==> src/design/rrq_pkg.sv <==
`timescale 1ns / 1ps
// ----------------------------------------------------------------------------
// Record ring queue package
// Operation and status codes, state encoding and field types that the
// interfaces and the modules of the record ring queue share.
// ----------------------------------------------------------------------------
package rrq_pkg;

    typedef enum logic [1:0] {
        OP_WRITE  = 2'd0,
        OP_COMMIT = 2'd1,
        OP_READ   = 2'd2,
        OP_POP    = 2'd3
    } t_op;

    typedef enum logic [1:0] {
        ST_OK       = 2'd0,
        ST_FULL     = 2'd1,
        ST_REC_FULL = 2'd2,
        ST_EMPTY    = 2'd3
    } t_status;

    typedef enum logic [2:0] {
        S_CLEAR = 3'b001,
        S_IDLE  = 3'b010,
        S_DONE  = 3'b100
    } t_state;

    typedef logic [7:0] t_byte;
    typedef logic [5:0] t_index;
    typedef logic [6:0] t_hlen;
    typedef logic [2:0] t_held;

endpackage

==> src/design/rrq_if.sv <==
`timescale 1ns / 1ps
// ----------------------------------------------------------------------------
// Record ring queue channels
// Valid/ready channels for the operation beats and for the result beats.
// ----------------------------------------------------------------------------
interface rrq_in_if;
    logic            valid;
    logic            ready;
    rrq_pkg::t_op    op;
    rrq_pkg::t_byte  data_in;
    rrq_pkg::t_index byte_index;

    modport source (output valid, output op, output data_in, output byte_index, input ready);
    modport sink (input valid, input op, input data_in, input byte_index, output ready);
endinterface

interface rrq_out_if;
    logic             valid;
    logic             ready;
    rrq_pkg::t_status status;
    rrq_pkg::t_byte   read_data;
    rrq_pkg::t_hlen   head_length;
    rrq_pkg::t_held   records_held;

    modport source (output valid, output status, output read_data, output head_length,
                    output records_held, input ready);
    modport sink (input valid, input status, input read_data, input head_length,
                  input records_held, output ready);
endinterface

==> src/design/rrq_mem.sv <==
`timescale 1ns / 1ps
// ----------------------------------------------------------------------------
// Record ring queue memory
// Simple dual-port synchronous memory with one write port and one read port
// whose data is registered when a read is requested.
// ----------------------------------------------------------------------------
module rrq_mem #(
    parameter int WIDTH = 8,
    parameter int DEPTH = 256
) (
    input  logic                     i_clk,
    input  logic                     i_we,
    input  logic [$clog2(DEPTH)-1:0] i_waddr,
    input  logic [WIDTH-1:0]         i_wdata,
    input  logic                     i_re,
    input  logic [$clog2(DEPTH)-1:0] i_raddr,
    output logic [WIDTH-1:0]         o_rdata
);

    logic [WIDTH-1:0] r_mem [DEPTH];
    logic [WIDTH-1:0] r_rdata;

    always_ff @(posedge i_clk) begin
        if (i_we) begin
            r_mem[i_waddr] <= i_wdata;
        end
    end

    always_ff @(posedge i_clk) begin
        if (i_re) begin
            r_rdata <= r_mem[i_raddr];
        end
    end

    assign o_rdata = r_rdata;

endmodule

==> src/design/record_ring_queue.sv <==
`timescale 1ns / 1ps
// ----------------------------------------------------------------------------
// Record ring queue
// Ring of record slots held in a byte memory, with a small memory of record
// lengths. Bytes are appended to the slot being filled, commit closes it, and
// the oldest record is read byte by byte and then popped.
// ----------------------------------------------------------------------------
// Channel | Dir | Beat contents
// i_in    | in  | op, data_in, byte_index
// o_out   | out | status, read_data, head_length, records_held
//
// For each operation the beat is accepted and the memories are accessed, then
// the registered read data is combined into the result.
// After reset the byte memory is cleared, during which no beat is accepted.
// A result waiting on o_out holds the block in its finish step.
// ----------------------------------------------------------------------------
module record_ring_queue #(
    parameter int SLOTS        = 4,
    parameter int RECORD_BYTES = 64
) (
    input  logic      i_clk,
    input  logic      i_rst_n,
    rrq_in_if.sink    i_in,
    rrq_out_if.source o_out
);

    localparam int DEPTH = SLOTS * RECORD_BYTES;
    localparam int AW    = $clog2(DEPTH);
    localparam int SW    = $clog2(SLOTS);
    localparam int LW    = $clog2(RECORD_BYTES + 1);
    localparam int CW    = $clog2(SLOTS + 1);

    rrq_pkg::t_state  r_state, n_state;
    logic [AW-1:0]    r_clr_addr, n_clr_addr;
    logic [SW-1:0]    r_fill_slot, n_fill_slot;
    logic [SW-1:0]    r_head_slot, n_head_slot;
    logic [CW-1:0]    r_count, n_count;
    logic [LW-1:0]    r_fill_len, n_fill_len;
    logic [LW-1:0]    r_head_len, n_head_len;
    rrq_pkg::t_op     r_op, n_op;
    rrq_pkg::t_status r_status, n_status;
    logic             r_idx_ok, n_idx_ok;
    logic             r_out_valid, n_out_valid;
    rrq_pkg::t_status r_out_status, n_out_status;
    rrq_pkg::t_byte   r_out_rdata, n_out_rdata;
    rrq_pkg::t_hlen   r_out_hlen, n_out_hlen;
    rrq_pkg::t_held   r_out_held, n_out_held;

    logic             accept;
    logic             can_load;
    logic             q_full;
    logic             q_empty;
    rrq_pkg::t_status status;
    logic [SW-1:0]    fill_next;
    logic [SW-1:0]    head_next;
    logic [LW-1:0]    done_hlen;

    logic             byte_we;
    logic [AW-1:0]    byte_waddr;
    rrq_pkg::t_byte   byte_wdata;
    logic             byte_re;
    logic [AW-1:0]    byte_raddr;
    rrq_pkg::t_byte   byte_q;
    logic             len_we;
    logic             len_re;
    logic [LW-1:0]    len_q;

    assign i_in.ready = (r_state == rrq_pkg::S_IDLE);
    assign accept     = i_in.valid && i_in.ready;
    assign can_load   = !r_out_valid || o_out.ready;
    assign q_full     = (r_count == CW'(SLOTS));
    assign q_empty    = (r_count == '0);
    assign fill_next  = (r_fill_slot == SW'(SLOTS - 1)) ? '0 : r_fill_slot + 1'b1;
    assign head_next  = (r_head_slot == SW'(SLOTS - 1)) ? '0 : r_head_slot + 1'b1;

    always_comb begin
        status = rrq_pkg::ST_OK;
        unique case (i_in.op) inside
            rrq_pkg::OP_WRITE: begin
                if (q_full) begin
                    status = rrq_pkg::ST_FULL;
                end else if (r_fill_len == LW'(RECORD_BYTES)) begin
                    status = rrq_pkg::ST_REC_FULL;
                end
            end
            rrq_pkg::OP_COMMIT: begin
                if (q_full) begin
                    status = rrq_pkg::ST_FULL;
                end
            end
            rrq_pkg::OP_READ, rrq_pkg::OP_POP: begin
                if (q_empty) begin
                    status = rrq_pkg::ST_EMPTY;
                end
            end
            default: status = rrq_pkg::ST_OK;
        endcase
    end

    always_comb begin
        if (r_state == rrq_pkg::S_CLEAR) begin
            byte_we    = 1'b1;
            byte_waddr = r_clr_addr;
            byte_wdata = '0;
        end else begin
            byte_we    = accept && (i_in.op == rrq_pkg::OP_WRITE) && (status == rrq_pkg::ST_OK);
            byte_waddr = AW'(AW'(r_fill_slot) * AW'(RECORD_BYTES)) + AW'(r_fill_len);
            byte_wdata = i_in.data_in;
        end
    end

    assign byte_re    = accept && (i_in.op == rrq_pkg::OP_READ);
    assign byte_raddr = AW'(AW'(r_head_slot) * AW'(RECORD_BYTES)) + AW'(i_in.byte_index);
    assign len_we     = accept && (i_in.op == rrq_pkg::OP_COMMIT) && (status == rrq_pkg::ST_OK);
    assign len_re     = accept && (i_in.op == rrq_pkg::OP_POP);

    rrq_mem #(
        .WIDTH ($bits(rrq_pkg::t_byte)),
        .DEPTH (DEPTH)
    ) u_byte_mem (
        .i_clk   (i_clk),
        .i_we    (byte_we),
        .i_waddr (byte_waddr),
        .i_wdata (byte_wdata),
        .i_re    (byte_re),
        .i_raddr (byte_raddr),
        .o_rdata (byte_q)
    );

    rrq_mem #(
        .WIDTH (LW),
        .DEPTH (SLOTS)
    ) u_len_mem (
        .i_clk   (i_clk),
        .i_we    (len_we),
        .i_waddr (r_fill_slot),
        .i_wdata (r_fill_len),
        .i_re    (len_re),
        .i_raddr (head_next),
        .o_rdata (len_q)
    );

    always_comb begin
        if (q_empty) begin
            done_hlen = '0;
        end else if (r_op == rrq_pkg::OP_POP && r_status == rrq_pkg::ST_OK) begin
            done_hlen = len_q;
        end else begin
            done_hlen = r_head_len;
        end
    end

    always_comb begin
        n_state      = r_state;
        n_clr_addr   = r_clr_addr;
        n_fill_slot  = r_fill_slot;
        n_head_slot  = r_head_slot;
        n_count      = r_count;
        n_fill_len   = r_fill_len;
        n_head_len   = r_head_len;
        n_op         = r_op;
        n_status     = r_status;
        n_idx_ok     = r_idx_ok;
        n_out_valid  = r_out_valid && !o_out.ready;
        n_out_status = r_out_status;
        n_out_rdata  = r_out_rdata;
        n_out_hlen   = r_out_hlen;
        n_out_held   = r_out_held;
        unique case (r_state)
            rrq_pkg::S_CLEAR: begin
                n_clr_addr = r_clr_addr + 1'b1;
                if (r_clr_addr == AW'(DEPTH - 1)) begin
                    n_state = rrq_pkg::S_IDLE;
                end
            end
            rrq_pkg::S_IDLE: begin
                if (accept) begin
                    n_state  = rrq_pkg::S_DONE;
                    n_op     = i_in.op;
                    n_status = status;
                    n_idx_ok = (32'(i_in.byte_index) < RECORD_BYTES);
                    if (status == rrq_pkg::ST_OK) begin
                        case (i_in.op)
                            rrq_pkg::OP_WRITE: n_fill_len = r_fill_len + 1'b1;
                            rrq_pkg::OP_COMMIT: begin
                                n_fill_slot = fill_next;
                                n_count     = r_count + 1'b1;
                                n_fill_len  = '0;
                                if (q_empty) begin
                                    n_head_len = r_fill_len;
                                end
                            end
                            rrq_pkg::OP_POP: begin
                                n_head_slot = head_next;
                                n_count     = r_count - 1'b1;
                            end
                            default: n_fill_len = r_fill_len;
                        endcase
                    end
                end
            end
            rrq_pkg::S_DONE: begin
                if (can_load) begin
                    n_state      = rrq_pkg::S_IDLE;
                    n_head_len   = done_hlen;
                    n_out_valid  = 1'b1;
                    n_out_status = r_status;
                    n_out_rdata  = (r_op == rrq_pkg::OP_READ && r_status == rrq_pkg::ST_OK
                                    && r_idx_ok) ? byte_q : '0;
                    n_out_hlen   = rrq_pkg::t_hlen'(done_hlen);
                    n_out_held   = rrq_pkg::t_held'(r_count);
                end
            end
            default: n_state = rrq_pkg::S_CLEAR;
        endcase
    end

    always_ff @(posedge i_clk) begin
        if (!i_rst_n) begin
            r_state     <= rrq_pkg::S_CLEAR;
            r_clr_addr  <= '0;
            r_fill_slot <= '0;
            r_head_slot <= '0;
            r_count     <= '0;
            r_fill_len  <= '0;
            r_head_len  <= '0;
            r_out_valid <= 1'b0;
        end else begin
            r_state     <= n_state;
            r_clr_addr  <= n_clr_addr;
            r_fill_slot <= n_fill_slot;
            r_head_slot <= n_head_slot;
            r_count     <= n_count;
            r_fill_len  <= n_fill_len;
            r_head_len  <= n_head_len;
            r_out_valid <= n_out_valid;
        end
    end

    always_ff @(posedge i_clk) begin
        r_op         <= n_op;
        r_status     <= n_status;
        r_idx_ok     <= n_idx_ok;
        r_out_status <= n_out_status;
        r_out_rdata  <= n_out_rdata;
        r_out_hlen   <= n_out_hlen;
        r_out_held   <= n_out_held;
    end

    assign o_out.valid        = r_out_valid;
    assign o_out.status       = r_out_status;
    assign o_out.read_data    = r_out_rdata;
    assign o_out.head_length  = r_out_hlen;
    assign o_out.records_held = r_out_held;

    a_count_bound: assert property (@(posedge i_clk) disable iff (!i_rst_n)
        r_count <= CW'(SLOTS))
        else $error("Committed record count exceeds the number of slots.");

    a_fill_bound: assert property (@(posedge i_clk) disable iff (!i_rst_n)
        r_fill_len <= LW'(RECORD_BYTES))
        else $error("Fill length exceeds the slot capacity.");

    a_one_at_a_time: assert property (@(posedge i_clk) disable iff (!i_rst_n)
        accept |=> (r_state == rrq_pkg::S_DONE))
        else $error("Accepted beat did not move the block to its finish step.");

    a_empty_no_data: assert property (@(posedge i_clk) disable iff (!i_rst_n)
        (o_out.valid && o_out.status == rrq_pkg::ST_EMPTY) |-> (o_out.read_data == '0))
        else $error("Empty status carries non-zero read data.");

endmodule

==> src/flat_wrapper.sv <==
// flat-port wrapper written by rule: the top's interface ports become plain ports
module record_ring_queue_flat 
#(
    parameter int SLOTS        = 4,
    parameter int RECORD_BYTES = 64
)
  (i_clk, i_rst_n, i_in_valid, i_in_op, i_in_data_in, i_in_byte_index, i_in_ready, o_out_valid, o_out_status, o_out_read_data, o_out_head_length, o_out_records_held, o_out_ready);
  rrq_in_if i_in_i ();
  rrq_out_if o_out_i ();
  input  logic i_clk;
  input  logic i_rst_n;
  input wire logic [$bits(i_in_i.valid)-1:0] i_in_valid;
  input wire logic [$bits(i_in_i.op)-1:0] i_in_op;
  input wire logic [$bits(i_in_i.data_in)-1:0] i_in_data_in;
  input wire logic [$bits(i_in_i.byte_index)-1:0] i_in_byte_index;
  output wire logic [$bits(i_in_i.ready)-1:0] i_in_ready;
  output wire logic [$bits(o_out_i.valid)-1:0] o_out_valid;
  output wire logic [$bits(o_out_i.status)-1:0] o_out_status;
  output wire logic [$bits(o_out_i.read_data)-1:0] o_out_read_data;
  output wire logic [$bits(o_out_i.head_length)-1:0] o_out_head_length;
  output wire logic [$bits(o_out_i.records_held)-1:0] o_out_records_held;
  input wire logic [$bits(o_out_i.ready)-1:0] o_out_ready;
  assign i_in_i.valid = i_in_valid;
  assign i_in_i.op = i_in_op;
  assign i_in_i.data_in = i_in_data_in;
  assign i_in_i.byte_index = i_in_byte_index;
  assign i_in_ready = i_in_i.ready;
  assign o_out_valid = o_out_i.valid;
  assign o_out_status = o_out_i.status;
  assign o_out_read_data = o_out_i.read_data;
  assign o_out_head_length = o_out_i.head_length;
  assign o_out_records_held = o_out_i.records_held;
  assign o_out_i.ready = o_out_ready;
  record_ring_queue #(.SLOTS(SLOTS), .RECORD_BYTES(RECORD_BYTES)) u_core (.i_clk(i_clk), .i_rst_n(i_rst_n), .i_in(i_in_i), .o_out(o_out_i));
endmodule
==> config.mk <==
export PLATFORM = sky130hd
export DESIGN_NAME = record_ring_queue_flat
export DESIGN_NICKNAME = d
export VERILOG_FILES = /design/src/design/rrq_pkg.sv /design/src/design/rrq_if.sv /design/src/design/rrq_mem.sv /design/src/design/record_ring_queue.sv /design/src/flat_wrapper.sv
export SDC_FILE = /design/constraint.sdc
export NUM_CORES = 2
export LEC_CHECK = 0
export BUFFER_PORTS_ARGS = -buffer_cell sky130_fd_sc_hd__buf_2
export CAP_MARGIN = 20
export CORE_MARGIN = 4
export CORE_UTILIZATION = 25
export DETAILED_ROUTE_END_ITERATION = 10
export SLEW_MARGIN = 20
export SYNTH_ARGS = -nofsm -noshare
export SYNTH_HDL_FRONTEND = slang
export SYNTH_SLANG_ARGS = --single-unit
export TNS_END_PERCENT = 1
==> constraint.sdc <==
create_clock -name i_clk -period 5.4 [get_ports i_clk]
set_input_delay 1.08 -clock i_clk [delete_from_list [all_inputs] [get_ports i_clk]]
set_output_delay 1.08 -clock i_clk [all_outputs]
set_load 0.01 [all_outputs]
* Word-level counts from Yosys, hierarchy flattened
Memories as Yosys holds them, arrays and structs flattened. A register that Yosys moved wholly into a read port is not among the register bits.
Index checks and enable logic that the tools add are counted.
** Storage, ports and cells
- Flip-flop bits (word level) :: 57
- Memory bits (writable) :: 2076
- Input port bits :: 20
- Logic and storage cells :: 102
- Memories :: 2
** Cells by class
- Add/sub/neg operators :: 8
- Equal/unequal tests :: 19
- Multiplexer cells :: 30
- Reductions and logical operators :: 29
** Memory list
- u_core.u_byte_mem.r_mem :: words 256, width 8, read ports 1, clocked after Yosys merged registers in 1, write ports 1, line rrq_mem.sv:20 : logic [WIDTH-1:0] r_mem [DEPTH];
- u_core.u_len_mem.r_mem :: words 4, width 7, read ports 1, clocked after Yosys merged registers in 1, write ports 1, line rrq_mem.sv:20
** Operators with widths (number)
- 7-bit 2-to-1 mux :: 7
- 7-bit case mux with 2 select lines :: 2
- 8-bit 2-to-1 mux :: 2
- 4-bit AND reduction :: 4
- 2-bit equality test, second input constant :: 6
- 1-bit logical AND :: 10
- 2-bit 2-to-1 mux :: 5
- 2-bit != test, second input constant :: 5
- 3-bit 2-to-1 mux :: 3
- 3-bit case mux with 3 select lines :: 1
- 8-bit by 1-bit adder with 8-bit output, second input constant :: 1
- 8-bit by 6-bit adder with 8-bit output :: 1
- 8-bit by 7-bit adder with 8-bit output :: 1
- 8-bit equality test, second input constant :: 1
- 1-bit 2-to-1 mux :: 8
- 7-bit by 1-bit adder with 7-bit output, second input constant :: 1
- 7-bit equality test, second input constant :: 1
- 3-bit equality test, second input constant :: 2
- 2-bit zero test :: 3
- 2-bit case mux with 3 select lines :: 1
- 3-bit case mux with 2 select lines :: 1
- 6-bit AND reduction :: 1
- 2-bit nonzero test :: 3
- 2-bit by 1-bit adder with 2-bit output, second input constant :: 2
- other kinds (12) :: 14

* Depth between registers and ports, before layout
- Word-level depth :: 9
- Mapped depth :: 12
- Mapped depth without buffers :: 7

* Cells and area by module
Synthesis repeated with hierarchy kept, for this count alone.
** Second synthesis, totals
- Cell total of the unflattened synthesis :: 4075
- Area total of the unflattened synthesis :: 83681.5 um^2
** By module, submodules not included
- rrq_mem (u_core.u_byte_mem) :: times used 1, cells each 3733, area each 79636.4 um^2, sequential area each 61739.2 um^2
- record_ring_queue :: times used 1, cells each 294, area each 2790.2 um^2, sequential area each 1381.3 um^2
- rrq_mem (u_core.u_len_mem) :: times used 1, cells each 48, area each 1255.0 um^2, sequential area each 1051.0 um^2

* Worst setup path after synthesis
No wires, ideal clock.
- Path kind :: reg-to-reg
- Start :: register u_core.r_state[1]
- End :: memory u_core.u_byte_mem.r_mem[0][0], data pin
- Arrival :: 4.570 ns
- Required time :: 4.530 ns
- Path slack :: -0.040 ns
- Cell stages (with the launch flop) :: 7
- Path buffers :: 4
- Path through :: dfxtp_1 -> clkbuf_2 -> or3b_2 -> buf_2 -> buf_1 -> clkbuf_1 -> and2_1
** Between the ends
- Cells in the longest elaborated chain, start to end :: 2
** Ends and longest elaborated chain
- from (decl) :: line record_ring_queue.sv:33 : rrq_pkg::t_state r_state, n_state;
- from (signal assigned) :: line record_ring_queue.sv:220 : r_state <= rrq_pkg::S_CLEAR;
- from (signal assigned) :: line record_ring_queue.sv:229 : r_state <= n_state;
- 3-bit by 1-bit equality test with 1-bit output :: line record_ring_queue.sv:101 : if (r_state == rrq_pkg::S_CLEAR) begin
- 8-bit 2-to-1 mux :: line record_ring_queue.sv:101
- net u_core.byte_wdata[0] :: line record_ring_queue.sv:60 : rrq_pkg::t_byte byte_wdata;
- to (decl) :: line rrq_mem.sv:20
The timed path passes the listed nets, and every way through them passes these cells.

* Worst setup path in the final report
- Start :: input i_in_byte_index[1]
- End :: register u_core.u_byte_mem.r_rdata[6] (netlist: u_core.u_byte_mem.o_rdata[6]), read port of u_core.u_byte_mem.r_mem, data pin
** Between the ends
- Cells in the longest elaborated chain, start to end :: 1
** Ends and longest elaborated chain
- from (decl) :: line flat_wrapper.sv:15 : input wire logic [$bits(i_in_i.byte_index)-1:0] i_in_byte_index;
- 8-bit by 6-bit adder with 8-bit output :: line record_ring_queue.sv:113 : assign byte_raddr = AW'(AW'(r_head_slot) * AW'(RECORD_BYTES)) + AW'(i_in.byte_index);
- to (decl) :: line rrq_mem.sv:21 : logic [WIDTH-1:0] r_rdata;
Every way passes these cells.
A chain may end at the register's enable or synchronous reset.

==> load_flow_metrics.sql <==
INSERT INTO impl_metrics (metric_group, metric, value, unit) VALUES
('grt', 'grt_use_met1', '16.2', '%'),
('logic_synthesis', 'synth.yosys.warnings', '0', ''),
('route', 'total_length_of_routed_wires', '213', 'mm'),
('layout', 'final_core_util', '29.1', '%'),
('clock_tree', 'cts_max_level', '4', ''),
('die', 'die_area', '0.345', 'sq mm'),
('grt', 'via_count_of_the_first_global_routing_pass', '42144', ''),
('route', 'first_iter_violations', '5114', ''),
('logic_synthesis', 'post_synth.cell_area_avg', '20.5', 'sq um'),
('sta', 'finalHoldViolations', '0', ''),
('logic_synthesis', 'synth_common_cells', 'edfxtp_1, mux4_2, nor2_1', ''),
('clock_tree', 'tritoncts', 'yes', ''),
('sta', 'final-max-slew-violation-count', '0', ''),
('placed_design', 'gpl.final_weighted_congestion', '0.843', ''),
('critical_path', 'critical_path_endpoint_category', 'flop', ''),
('grt', 'overall_fraction_of_global_route_tracks_in_use', '12.0', '%'),
('grt', 'grt_start_max_net_pins', '169', ''),
('logic_synthesis', 'yosys_register_bits', '2148', ''),
('critical_path', 'crit_path_cell_trace', 'buf_8 -> nand2b_1 -> buf_12 -> o221ai_1 -> a22oi_1 -> o32ai_1 -> a211oi_1 -> nor4_2', ''),
('power_and_ir_drop', 'p_leak', '26.7', 'nW'),
('placed_design', 'dp_hpwl', '131', 'mm'),
('logic_synthesis', 'post_synth_edffs', '2115', ''),
('logic_synthesis', 'synth.most_common_cell', 'edfxtp_1', ''),
('layout', 'synthToLayoutAreaGrowth', '16.0', '%'),
('sta', 'worst_clock_skew', '61.3', 'ps'),
('critical_path', 'critPathLaunchType', 'input pin', ''),
('grt', 'globalRouteMet3Util', '1.93', '%'),
('sta', 'worst-slew-pin-transition', '1130', 'ps'),
('power_and_ir_drop', 'power.density_cell_area', '349', 'mW/mm^2'),
('grt', 'busiest_layer', 'met2', ''),
('run_status', 'outcome', 'complete, no violations', ''),
('sta', 'setup_repair_after_global_routing_missed_its_margin', 'false', ''),
('layout', 'final-instance-count-excl-fill', '8900', ''),
('sta', 'max_slew_margin', '24.3', '%'),
('sta', 'setup_viol_count_final', '0', ''),
('grt', 'grt_util_met2', '19.3', '%'),
('sta', 'max_freq', '248', 'MHz'),
('route', 'avgViaCountPerCell', '4.68', ''),
('logic_synthesis', 'syn_area', '0.0838', 'sq mm'),
('grt', 'grt_pass1_wl', '307', 'mm'),
('critical_path', 'critical_path_peak_fanout', '46', ''),
('placed_design', 'port-buffer-count', '41', ''),
('worst_hold_path', 'min_path_type', 'flop to flop', ''),
('logic_synthesis', 'synth_fp_nets', '4111', ''),
('critical_path', 'critical_path_buf_inv_count', '2', ''),
('logic_synthesis', 'synth.area.top_cells', 'edfxtp_1, mux4_2, mux2i_1', ''),
('sta', 'period_share', '74.6', '%'),
('critical_path', 'worst_path_largest_cell_delay', '900', 'ps'),
('clock_tree', 'cts.hold.buffers_added', '0', ''),
('sta', 'setup_tns', '0', 'ps'),
('critical_path', 'worst_ep_arrival_time', '4580', 'ps'),
('sta', 'period_minus_slack', '4030', 'ps'),
('logic_synthesis', 'yosysTopAreaCell', 'edfxtp_1', ''),
('clock_tree', 'clkLatencyLatePin', '870', 'ps'),
('grt', 'grt_remaining_overflow', '0', ''),
('logic_synthesis', 'ys_seq_area_share', '76.6', '%'),
('critical_path', 'criticalPathCategory', 'input pin to flop', ''),
('clock_tree', 'clk_pin_slew_worst_paths', '70', 'ps'),
('route', 'wl_per_cell', '23.9', 'um'),
('critical_path', 'critical_path_required', '5950', 'ps'),
('logic_synthesis', 'synth_top_area_share', '75.8', '%'),
('logic_synthesis', 'synthDistinctLibCells', '76', ''),
('layout', 'post_route_cells_drive_above_1_share', '24.2', '%'),
('critical_path', 'cp_slowest_cell', 'a211oi_1', ''),
('route', 'detailroute.via_count', '41612', ''),
('clock_tree', 'cts_made_buffers', '207', ''),
('logic_synthesis', 'synth_ff_type', 'edfxtp_1', ''),
('job', 'max_cap_violations', '0', ''),
('power_and_ir_drop', 'total_power', '33.9', 'mW'),
('layout', 'nets_finish', '4357', ''),
('route', 'detail_route.first_pass.iterations', '5', '');
## sequential cells by signal, summed over array words and instances (netlist names)
signal and cells:
u_core.o_out.head_length 7, u_core.o_out.read_data 8, u_core.o_out.records_held 3, u_core.o_out.status 2, u_core.o_out.valid 1, u_core.r_clr_addr 8
u_core.r_count 3, u_core.r_fill_len 7, u_core.r_fill_slot 2, u_core.r_head_len 7, u_core.r_head_slot 2, u_core.r_op 2
u_core.r_state 3, u_core.r_status 2, u_core.u_byte_mem.o_rdata 8, u_core.u_byte_mem.r_mem 2048, u_core.u_len_mem.o_rdata 7, u_core.u_len_mem.r_mem 28
## per-stage QoR
step                hold slack [ps]  setup WS [ps]  cell area, sq um
CTS                             434           1430             97200
global route                    483           1290             97200
floorplan                       452           1790             83800
detailed placement              491            671             90200
global placement                478            466             90100
finish                          502           1370             97200
## per-layer routing
layer / share of wire (%) / up-vias
li1: - / 17447
met1: 41 / 22054
met2: 48 / 1754
met3: 7.1 / 355
met4: 4.1 / 2
met5: 0.0061 / -
## worst min-delay path: cells and delay by family, from the launching register on
kind | cells | cell delay, ps
flops | 1 | 330
simple gates | 1 | 60
compound gates | 1 | 60
## power breakdown
group / switching [mW] / total (mW) / internal, mW
sequential: 0.00791 / 18.1 / 18.1
combinational: 0.645 / 1.02 / 0.373
clock: 6.33 / 14.9 / 8.53
## area by class of cell
cell class	instances	area [sq um]
clock inverter	144	1630
inverter	19	71.3
fill	32295	236000
tap	4387	5490
timing repair buffer	285	2370
multi-input combinational	1666	18100
antenna	7	17.5
sequential	2148	64200
clock buffer	244	5400
## path summary, 6_finish.rpt
path | startpoint | end | slack (ps) | depth (start not counted)
max | i_in_byte_index[1] | u_core.u_byte_mem.o_rdata[6] | 1370 | 8
min | u_core.r_clr_addr[1] | u_core.r_clr_addr[1] | 500 | 2
max reg2reg | u_core.r_state[0] | u_core.u_byte_mem.r_mem[36][0] | 1420 | 4
min reg2reg | u_core.r_clr_addr[1] | u_core.r_clr_addr[1] | 500 | 2
## logic make-up (layout without fill, tap and decap cells)
family	Yosys count	in the layout	synth area share, %
adder cells (fa/ha/maj)	10	10	0.158
AND/OR/NAND/NOR	580	580	3.18
XOR/XNOR	17	17	0.178
flip-flops	2148	2148	76.6
other	0	7	0
AO/OA/AOI/OAI	470	470	3.99
buffers and inverters	267	692	2.02
multiplexers	589	589	13.9
## cells in the final DEF, fill, tap and decap left out, drive strengths merged, types with 14 or more instances in the layout
cell,synthesis,layout
a211oi,28,28
a21boi,15,15
a21oi,87,87
a221oi,18,18
a22o,26,26
a22oi,144,144
and2,29,29
and3,16,16
buf,168,285
bufinv,0,28
clkbuf,80,244
clkinv,1,100
dfxtp,33,33
edfxtp,2115,2115
inv,18,25
mux2i,128,128
mux4,459,459
nand2,106,106
nand2b,14,14
nand3,20,20
nor2,296,296
nor2b,17,17
nor3,18,18
nor4,26,26
o21ai,43,43
o221ai,35,35
o22ai,21,21
Power figures use the tool's default switching activity.
